## src/hw/rtl/layer_owner_table_defines.svh

```systemverilog
// ----------------------------------------------------------------------------
// Layer owner table assertion macros
// Shared concurrent assertion forms, clocked on clk and disabled in reset.
// ----------------------------------------------------------------------------
`ifndef LAYER_OWNER_TABLE_DEFINES_SVH
`define LAYER_OWNER_TABLE_DEFINES_SVH

`ifndef NO_ASSERTIONS
// same-cycle implication
`define LOT_ASSERT_IMP(label, ante, cons) \
  label: assert property (@(posedge clk) disable iff (!rst_n) (ante) |-> (cons)) \
    else $error("layer_owner_table: same-cycle check failed");
// next-cycle implication
`define LOT_ASSERT_NXT(label, ante, cons) \
  label: assert property (@(posedge clk) disable iff (!rst_n) (ante) |=> (cons)) \
    else $error("layer_owner_table: next-cycle check failed");
`else
`define LOT_ASSERT_IMP(label, ante, cons)
`define LOT_ASSERT_NXT(label, ante, cons)
`endif

`endif

```

## src/hw/rtl/lot_pkg.sv

```systemverilog
// ----------------------------------------------------------------------------
// Layer owner table package
// Table size, field widths and command codes.
// ----------------------------------------------------------------------------
`default_nettype none

package lot_pkg;

  // number of table slots (1 to 16)
  localparam int ENTRIES = 6;

  localparam int CMD_W   = 2;
  localparam int LAYER_W = 8;
  localparam int POS_W   = 8;
  localparam int STAMP_W = 32;

  typedef enum logic [CMD_W-1:0] {
    CMD_PRESS   = 2'd0,
    CMD_RELEASE = 2'd1,
    CMD_QUERY   = 2'd2,
    CMD_NOP     = 2'd3
  } cmd_t;

  typedef logic [LAYER_W-1:0] layer_t;
  typedef logic [POS_W-1:0]   pos_t;
  typedef logic [STAMP_W-1:0] stamp_t;
  typedef logic [ENTRIES-1:0] slot_vec_t;

endpackage

`default_nettype wire

```

## src/hw/rtl/layer_owner_table.sv

```systemverilog
// ----------------------------------------------------------------------------
// Layer owner table
// Records which key and which keyboard half holds each layer; answers queries.
// ----------------------------------------------------------------------------
// Usage:
//   Input channel (in_valid / in_stall) carries one command beat: press
//   records layer, key position and side; release frees the lowest matching
//   slot; query asks for the side of the newest slot holding a layer.
//   Output channel (out_valid / out_stall) carries one beat per query only:
//   out_found and out_owner_is_right.
//   Path: an accepted query beat passes the input register, then the
//   result register, where out_found and out_owner_is_right are held.
//   Throughput: one beat per cycle while in_stall is low; all slots are
//   compared in parallel in the single stage between the input and the
//   table/result registers, so that compare network sets the clock period.
//   Stall: while a result waits under out_stall, presses and releases still
//   go through; a query in the input register holds and in_stall rises.
//   Reset (rst_n low, synchronous): all slots free, stamp counter zero, both
//   channels empty. No clearing pass is needed.
// ----------------------------------------------------------------------------
`default_nettype none

`include "layer_owner_table_defines.svh"

module layer_owner_table (
  input  wire logic                        clk,
  input  wire logic                        rst_n,
  input  wire logic                        in_valid,
  output logic                             in_stall,
  input  wire logic [lot_pkg::CMD_W-1:0]   in_command,
  input  wire logic [lot_pkg::LAYER_W-1:0] in_layer,
  input  wire logic [lot_pkg::POS_W-1:0]   in_key_position,
  input  wire logic                        in_right_hand,
  output logic                             out_valid,
  input  wire logic                        out_stall,
  output logic                             out_found,
  output logic                             out_owner_is_right
);

  // input register
  logic                 in_vld_r, in_vld_nxt;
  lot_pkg::cmd_t        cmd_r;
  lot_pkg::layer_t      layer_r;
  lot_pkg::pos_t        pos_r;
  logic                 side_r;

  // table
  lot_pkg::layer_t      entry_layer_r [lot_pkg::ENTRIES];
  lot_pkg::pos_t        entry_pos_r   [lot_pkg::ENTRIES];
  logic                 entry_side_r  [lot_pkg::ENTRIES];
  lot_pkg::stamp_t      entry_stamp_r [lot_pkg::ENTRIES];
  lot_pkg::stamp_t      entry_stamp_nxt [lot_pkg::ENTRIES];
  lot_pkg::stamp_t      stamp_cnt_r, stamp_cnt_nxt;

  // result register
  logic                 out_vld_r, out_vld_nxt;
  logic                 out_found_r, out_found_nxt;
  logic                 out_right_r, out_right_nxt;

  // slot selection
  lot_pkg::slot_vec_t   free_v, free_first, is_min, victim_sel;
  lot_pkg::slot_vec_t   rel_match, rel_first, cand, query_win;
  logic                 proc_go, is_press, is_release, is_query;

  assign is_press   = (cmd_r == lot_pkg::CMD_PRESS);
  assign is_release = (cmd_r == lot_pkg::CMD_RELEASE);
  assign is_query   = (cmd_r == lot_pkg::CMD_QUERY);

  // process the held beat unless it is a query blocked by a waiting result
  assign proc_go  = in_vld_r && (!is_query || !out_vld_r || !out_stall);
  assign in_stall = in_vld_r && !proc_go;

  // compare every slot against every other in parallel
  always_comb begin
    for (int i = 0; i < lot_pkg::ENTRIES; i++) begin
      free_v[i]    = (entry_stamp_r[i] == '0);
      rel_match[i] = !free_v[i] && (entry_layer_r[i] == layer_r) &&
                     (entry_pos_r[i] == pos_r);
      cand[i]      = !free_v[i] && (entry_layer_r[i] == layer_r);
    end
    for (int i = 0; i < lot_pkg::ENTRIES; i++) begin
      free_first[i] = free_v[i];
      rel_first[i]  = rel_match[i];
      is_min[i]     = 1'b1;
      query_win[i]  = cand[i];
      for (int j = 0; j < lot_pkg::ENTRIES; j++) begin
        if (j < i) begin
          if (free_v[j])    free_first[i] = 1'b0;
          if (rel_match[j]) rel_first[i]  = 1'b0;
          if (!(entry_stamp_r[i] < entry_stamp_r[j])) is_min[i] = 1'b0;
          if (cand[j] && !(entry_stamp_r[i] > entry_stamp_r[j])) query_win[i] = 1'b0;
        end else if (j > i) begin
          if (!(entry_stamp_r[i] <= entry_stamp_r[j])) is_min[i] = 1'b0;
          if (cand[j] && !(entry_stamp_r[i] >= entry_stamp_r[j])) query_win[i] = 1'b0;
        end
      end
    end
    victim_sel = (|free_v) ? free_first : is_min;
  end

  // next state of stamps, counter and result
  always_comb begin
    stamp_cnt_nxt = stamp_cnt_r;
    for (int i = 0; i < lot_pkg::ENTRIES; i++) begin
      entry_stamp_nxt[i] = entry_stamp_r[i];
    end
    if (proc_go && is_press) begin
      stamp_cnt_nxt = stamp_cnt_r + lot_pkg::STAMP_W'(1);
      for (int i = 0; i < lot_pkg::ENTRIES; i++) begin
        if (victim_sel[i]) entry_stamp_nxt[i] = stamp_cnt_nxt;
      end
    end else if (proc_go && is_release) begin
      for (int i = 0; i < lot_pkg::ENTRIES; i++) begin
        if (rel_first[i]) entry_stamp_nxt[i] = '0;
      end
    end

    out_vld_nxt   = out_vld_r && out_stall;
    out_found_nxt = out_found_r;
    out_right_nxt = out_right_r;
    if (proc_go && is_query) begin
      out_vld_nxt   = 1'b1;
      out_found_nxt = |cand;
      out_right_nxt = 1'b0;
      for (int i = 0; i < lot_pkg::ENTRIES; i++) begin
        if (query_win[i] && entry_side_r[i]) out_right_nxt = 1'b1;
      end
    end

    in_vld_nxt = in_valid || (in_vld_r && !proc_go);
  end

  // hold control state
  always_ff @(posedge clk) begin
    if (!rst_n) begin
      in_vld_r    <= 1'b0;
      out_vld_r   <= 1'b0;
      stamp_cnt_r <= '0;
      for (int i = 0; i < lot_pkg::ENTRIES; i++) begin
        entry_stamp_r[i] <= '0;
      end
    end else begin
      in_vld_r    <= in_vld_nxt;
      out_vld_r   <= out_vld_nxt;
      stamp_cnt_r <= stamp_cnt_nxt;
      for (int i = 0; i < lot_pkg::ENTRIES; i++) begin
        entry_stamp_r[i] <= entry_stamp_nxt[i];
      end
    end
  end

  // load payload: input beat, slot contents, result fields
  always_ff @(posedge clk) begin
    if (!in_stall) begin
      cmd_r   <= lot_pkg::cmd_t'(in_command);
      layer_r <= in_layer;
      pos_r   <= in_key_position;
      side_r  <= in_right_hand;
    end
    if (proc_go && is_press) begin
      for (int i = 0; i < lot_pkg::ENTRIES; i++) begin
        if (victim_sel[i]) begin
          entry_layer_r[i] <= layer_r;
          entry_pos_r[i]   <= pos_r;
          entry_side_r[i]  <= side_r;
        end
      end
    end
    out_found_r <= out_found_nxt;
    out_right_r <= out_right_nxt;
  end

  assign out_valid          = out_vld_r;
  assign out_found          = out_found_r;
  assign out_owner_is_right = out_right_r;

  // checks
  `LOT_ASSERT_NXT(a_query_gives_beat, proc_go && is_query, out_valid)
  `LOT_ASSERT_IMP(a_not_found_left, out_valid && !out_found, !out_owner_is_right)
  `LOT_ASSERT_IMP(a_one_victim, proc_go && is_press, $onehot(victim_sel))
  `LOT_ASSERT_IMP(a_single_winner, in_vld_r, $onehot0(query_win))
  `LOT_ASSERT_NXT(a_stamp_step, proc_go && is_press, stamp_cnt_r == $past(stamp_cnt_r) + 1)

endmodule

`default_nettype wire

```

## config.mk

```make
export PLATFORM = sky130hd
export DESIGN_NAME = layer_owner_table
export DESIGN_NICKNAME = d
export VERILOG_FILES = /design/src/hw/rtl/lot_pkg.sv /design/src/hw/rtl/layer_owner_table.sv
export VERILOG_INCLUDE_DIRS = /design/src /design/src/hw/rtl
export SDC_FILE = /design/constraint.sdc
export NUM_CORES = 1
export LEC_CHECK = 0
export ABC_CLOCK_PERIOD_IN_PS = 4350
export BUFFER_PORTS_ARGS = -buffer_cell sky130_fd_sc_hd__buf_4
export CAP_MARGIN = 40
export CELL_PAD_IN_SITES_DETAIL_PLACEMENT = 1
export CELL_PAD_IN_SITES_GLOBAL_PLACEMENT = 1
export CORE_MARGIN = 2
export CORE_UTILIZATION = 50
export DETAILED_ROUTE_END_ITERATION = 12
export PLACE_DENSITY = 0.79
export SETUP_SLACK_MARGIN = 0.4
export SYNTH_ARGS = -nofsm -noshare
export SYNTH_HDL_FRONTEND = slang
export SYNTH_SLANG_ARGS = --single-unit
```

## constraint.sdc

```tcl
create_clock -name clk -period 4.35 [get_ports clk]
set_input_delay 0.6525 -clock clk [delete_from_list [all_inputs] [get_ports clk]]
set_output_delay 0.6525 -clock clk [all_outputs]
set_load 0.01 [all_outputs]
```

==> flow_summary.rst <==
.. list-table::
   :header-rows: 1

   * - Metric
     - Value
   * - Critical path class
     - flip-flop to flip-flop
   * - List of cells traversed by the critical path
     - inv_1 > ha_1 > nand4_1 > nor4_1 > buf_4 > nand3_1 > buf_4 > or3_1 > a22oi_1 > a32oi_2 > o21a_1 > buf_12 > o2bb2ai_1
   * - Detail Placement HPWL
     - 81300 um
   * - Antenna Diode Count
     - 0
   * - Gr ovfl total
     - 0
   * - Clock Sink Count
     - 349
   * - Starting Density
     - 0.504
   * - Period utilization
     - 0.904
   * - Post-layout instance area
     - 0.0281 mm^2
   * - Total Die Area
     - 0.0521 mm^2
   * - Post-synth net total
     - 3199
   * - Pin count of the biggest net entering global routing
     - 60
   * - Layout Utilization
     - 0.564
   * - Post-Place Cell Area
     - 0.0266 mm^2
   * - Placer's final routability congestion estimate
     - 1.03
   * - Vertical extent of the die
     - 228 um
   * - Run status
     - finished clean
   * - Overall die width
     - 228 um
   * - Max capacitance violation total
     - 0
   * - Fraction of layout cells with a size suffix above 1
     - 0.0795
   * - Number of cells produced by synthesis
     - 2695
   * - Iteration-0 DRC count of the detailed router
     - 2030
   * - Max stage delay on crit path
     - 550 ps
   * - Maximum buffer depth of the clock tree
     - 3
   * - Number of nets at the end of the flow
     - 3277
   * - Maximum vdd drop
     - 0.383 mV
   * - Yosys warning total
     - 0
   * - Worst setup slack after placement
     - -265 ps
   * - CP endpoint kind
     - flip-flop
   * - Number of different library cells in the post-synthesis netlist
     - 77
   * - Top cell type by total area after synthesis
     - sky130_fd_sc_hd__ha_1
   * - TritonCTS clock tree
     - built
   * - Leading cell type by number of instances after synthesis
     - sky130_fd_sc_hd__ha_1
   * - Mapped cell area
     - 0.0251 mm^2
   * - Global router's overall resource usage
     - 0.402
   * - Worst Slack Setup Final
     - 417 ps
   * - Total routed wirelength
     - 106000 um
   * - Most used DFF post-synth
     - sky130_fd_sc_hd__dfxtp_1
   * - Std-Cell Rows
     - 82
   * - Core area
     - 0.0499 mm^2
   * - Deepest level of the CTS H-tree
     - 2
   * - Number of buffers created by CTS
     - 42
   * - Antenna-violating nets left
     - 0
   * - Synthesized area divided by synthesized cell count
     - 9.33 um^2
   * - Total leakage power
     - 11.7 nW
   * - Via Count
     - 23164
   * - Via/cell ratio
     - 6.66
   * - Min Hold Slack
     - 237 ps
   * - Crit path time final
     - 3930 ps
   * - Top cells by count, synth
     - sky130_fd_sc_hd__ha_1 (481), sky130_fd_sc_hd__nand2_1 (278), sky130_fd_sc_hd__dfxtp_1 (226)
   * - Number of max-slew violations in the final report
     - 0
   * - Share of synthesized area occupied by flip-flops and latches
     - 0.327
   * - Number of failing setup endpoints in the final timing report
     - 0
   * - Setup skew after layout
     - 25.1 ps
   * - Headroom to the max-slew limit
     - 0.467
   * - Area share of the largest cell type after synthesis
     - 0.239
   * - Post-synthesis sequential element count
     - 349
   * - Count of flip-flops with a built-in enable after synthesis
     - 123
   * - Max frequency
     - 254 MHz
   * - Vias in the first global route
     - 24322
   * - Clk_lat worst skew
     - 600 ps
   * - Critical-path top delay cell
     - sky130_fd_sc_hd__dfxtp_1
   * - Initial antenna violation count
     - 3
   * - Routed length per placed instance
     - 30.4 um
   * - Top cells by area in the synthesized netlist
     - sky130_fd_sc_hd__ha_1 (24%), sky130_fd_sc_hd__dfxtp_1 (18%), sky130_fd_sc_hd__edfxtp_1 (15%)
   * - Final number of hold-violating endpoints
     - 0
   * - Total buffers and inverters traversed by the critical path
     - 4
   * - Number of detailed-route iterations in the first pass
     - 5
   * - Input/output buffers
     - 26
   * - Proportion of synthesized flip-flops having asynchronous set or reset
     - 0
   * - Cell occurring most often along the worst timing path
     - sky130_fd_sc_hd__buf_4
   * - Worst endpoint required time
     - 4790 ps
   * - First-pass GRT wire length
     - 156000 um
   * - Power per unit of standard cell area
     - 258 mW/mm^2
   * - Kind of cell adding the most delay to the critical path
     - simple AND/OR/NAND/NOR gates
   * - # IOs
     - 27
   * - Post-route DRC
     - 0
   * - Critical path startpoint category
     - flip-flop
   * - Clock slew seen by the registers of the worst setup and hold paths
     - 60 ps
   * - Root buffer cell
     - sky130_fd_sc_hd__clkbuf_16
   * - Setup repair after global routing missed its margin
     - no
   * - Crit path arrival time
     - 4370 ps
   * - Layout overhead on the synthesized area
     - 11.8%
   * - Worst Tran Pin Value
     - 793 ps
   * - Total Negative Setup Slacks
     - 0 ps
   * - Crit path max fanout
     - 16
   * - Hold Crit Class
     - primary input to flip-flop
worst paths after layout:
check / start / endpoint / slack [ps] / depth (start not counted)
setup reg to reg: entry_stamp_r[3][27] / entry_stamp_r[3][22] / 420 / 13
hold / removal: in_key_position[0] / pos_r[0] / 240 / 1
hold reg to reg: entry_stamp_r[0][29] / entry_stamp_r[0][29] / 490 / 2
setup / recovery: entry_stamp_r[3][27] / entry_stamp_r[3][22] / 420 / 13
metal layers:
layer	global-route usage	share of wire	up-vias
met1	0.482	0.39	11509
met2	0.648	0.45	963
met3	0.0779	0.075	420
li1	-	-	10268
met5	0	0.00025	-
met4	0.287	0.084	4
power by group:
group	switching, mW	internal, mW
Sequential	0.0486	3.39
Combinational	0.142	0.0720
Clock	1.53	2.06
layout make-up:
cell class,count,area [um^2]
Tap cell,672,841
Clock buffer,52,1140
Multi-Input combinational cell,2068,16000
Fill cell,5661,21700
Clock inverter,25,265
Timing Repair Buffer,113,965
Sequential cell,349,8220
Inverter,199,747
cell usage in the layout, fill, tap and decap left out, types with 12 or more instances in the layout:
cell type	synthesis	final
sky130_fd_sc_hd__inv_1	199	198
sky130_fd_sc_hd__a32o_1	21	21
sky130_fd_sc_hd__edfxtp_1	123	123
sky130_fd_sc_hd__and4_1	16	16
sky130_fd_sc_hd__nor4_1	78	75
sky130_fd_sc_hd__nand3_1	79	79
sky130_fd_sc_hd__buf_4	3	103
sky130_fd_sc_hd__o32ai_1	36	36
sky130_fd_sc_hd__o2bb2ai_1	67	67
sky130_fd_sc_hd__xor2_1	65	65
sky130_fd_sc_hd__a211oi_1	13	12
sky130_fd_sc_hd__a21oi_1	215	214
sky130_fd_sc_hd__nor2b_1	20	18
sky130_fd_sc_hd__o211ai_1	17	17
sky130_fd_sc_hd__or3_1	22	22
sky130_fd_sc_hd__clkbuf_16	0	42
sky130_fd_sc_hd__dfxtp_1	226	226
sky130_fd_sc_hd__mux2i_1	48	48
sky130_fd_sc_hd__nand4_1	122	122
sky130_fd_sc_hd__a21o_1	27	27
sky130_fd_sc_hd__nand2b_1	20	20
sky130_fd_sc_hd__nor3_1	27	26
sky130_fd_sc_hd__ha_1	481	481
sky130_fd_sc_hd__nor2_1	106	104
sky130_fd_sc_hd__o21ai_0	89	89
sky130_fd_sc_hd__xnor2_1	82	82
sky130_fd_sc_hd__a221oi_1	16	16
sky130_fd_sc_hd__nand2_1	278	278
sequential cells by signal, indices dropped and copies added, names as in the netlist:
name,flops
entry_side_r,6
pos_r,8
entry_stamp_r,192
entry_pos_r,48
side_r,1
in_vld_r,1
entry_layer_r,48
cmd_r,2
out_found,1
out_owner_is_right,1
stamp_cnt_r,32
out_valid,1
layer_r,8
through the flow:
| stage | std cells | total power [mW] |
|---|---|---|
| 6_report | 3478 | 7.25 |
| 5_1_grt | 3478 | 7.41 |
| 4_1_cts | 3473 | 7.27 |
| 3_5_place_dp | 3394 | 3.71 |
| 3_3_place_gp | 3392 | 3.70 |
| 2_1_floorplan | 2695 | 3.61 |
cells by family after synthesis:
kind of cell    synth area share
simple gates               0.161
compound gates             0.158
fa+ha+maj                  0.239
flops                      0.327
buf+inv                   0.0446
xor+xnor                  0.0512
mux                       0.0191
worst register-to-register path: stages, from the launching register on:
cell	delay (ps)
sky130_fd_sc_hd__dfxtp_1	550
sky130_fd_sc_hd__inv_1	120
sky130_fd_sc_hd__ha_1	350
sky130_fd_sc_hd__nand4_1	260
sky130_fd_sc_hd__nor4_1	360
sky130_fd_sc_hd__buf_4	210
sky130_fd_sc_hd__nand3_1	130
sky130_fd_sc_hd__buf_4	200
sky130_fd_sc_hd__or3_1	510
sky130_fd_sc_hd__a22oi_1	270
sky130_fd_sc_hd__a32oi_2	170
sky130_fd_sc_hd__o21a_1	300
sky130_fd_sc_hd__buf_12	200
sky130_fd_sc_hd__o2bb2ai_1	160
timing repair:
item                       in CTS  in global routing
pin swaps                       1                  1
hold endpoints to repair        0                  0
setup endpoints to repair      82                143
cloned                          1                  0
hold buffers                    0                  0
buffers inserted                1                  5
gates resized for setup         6                  8
No activity file was read; power rests on OpenSTA's default activity.
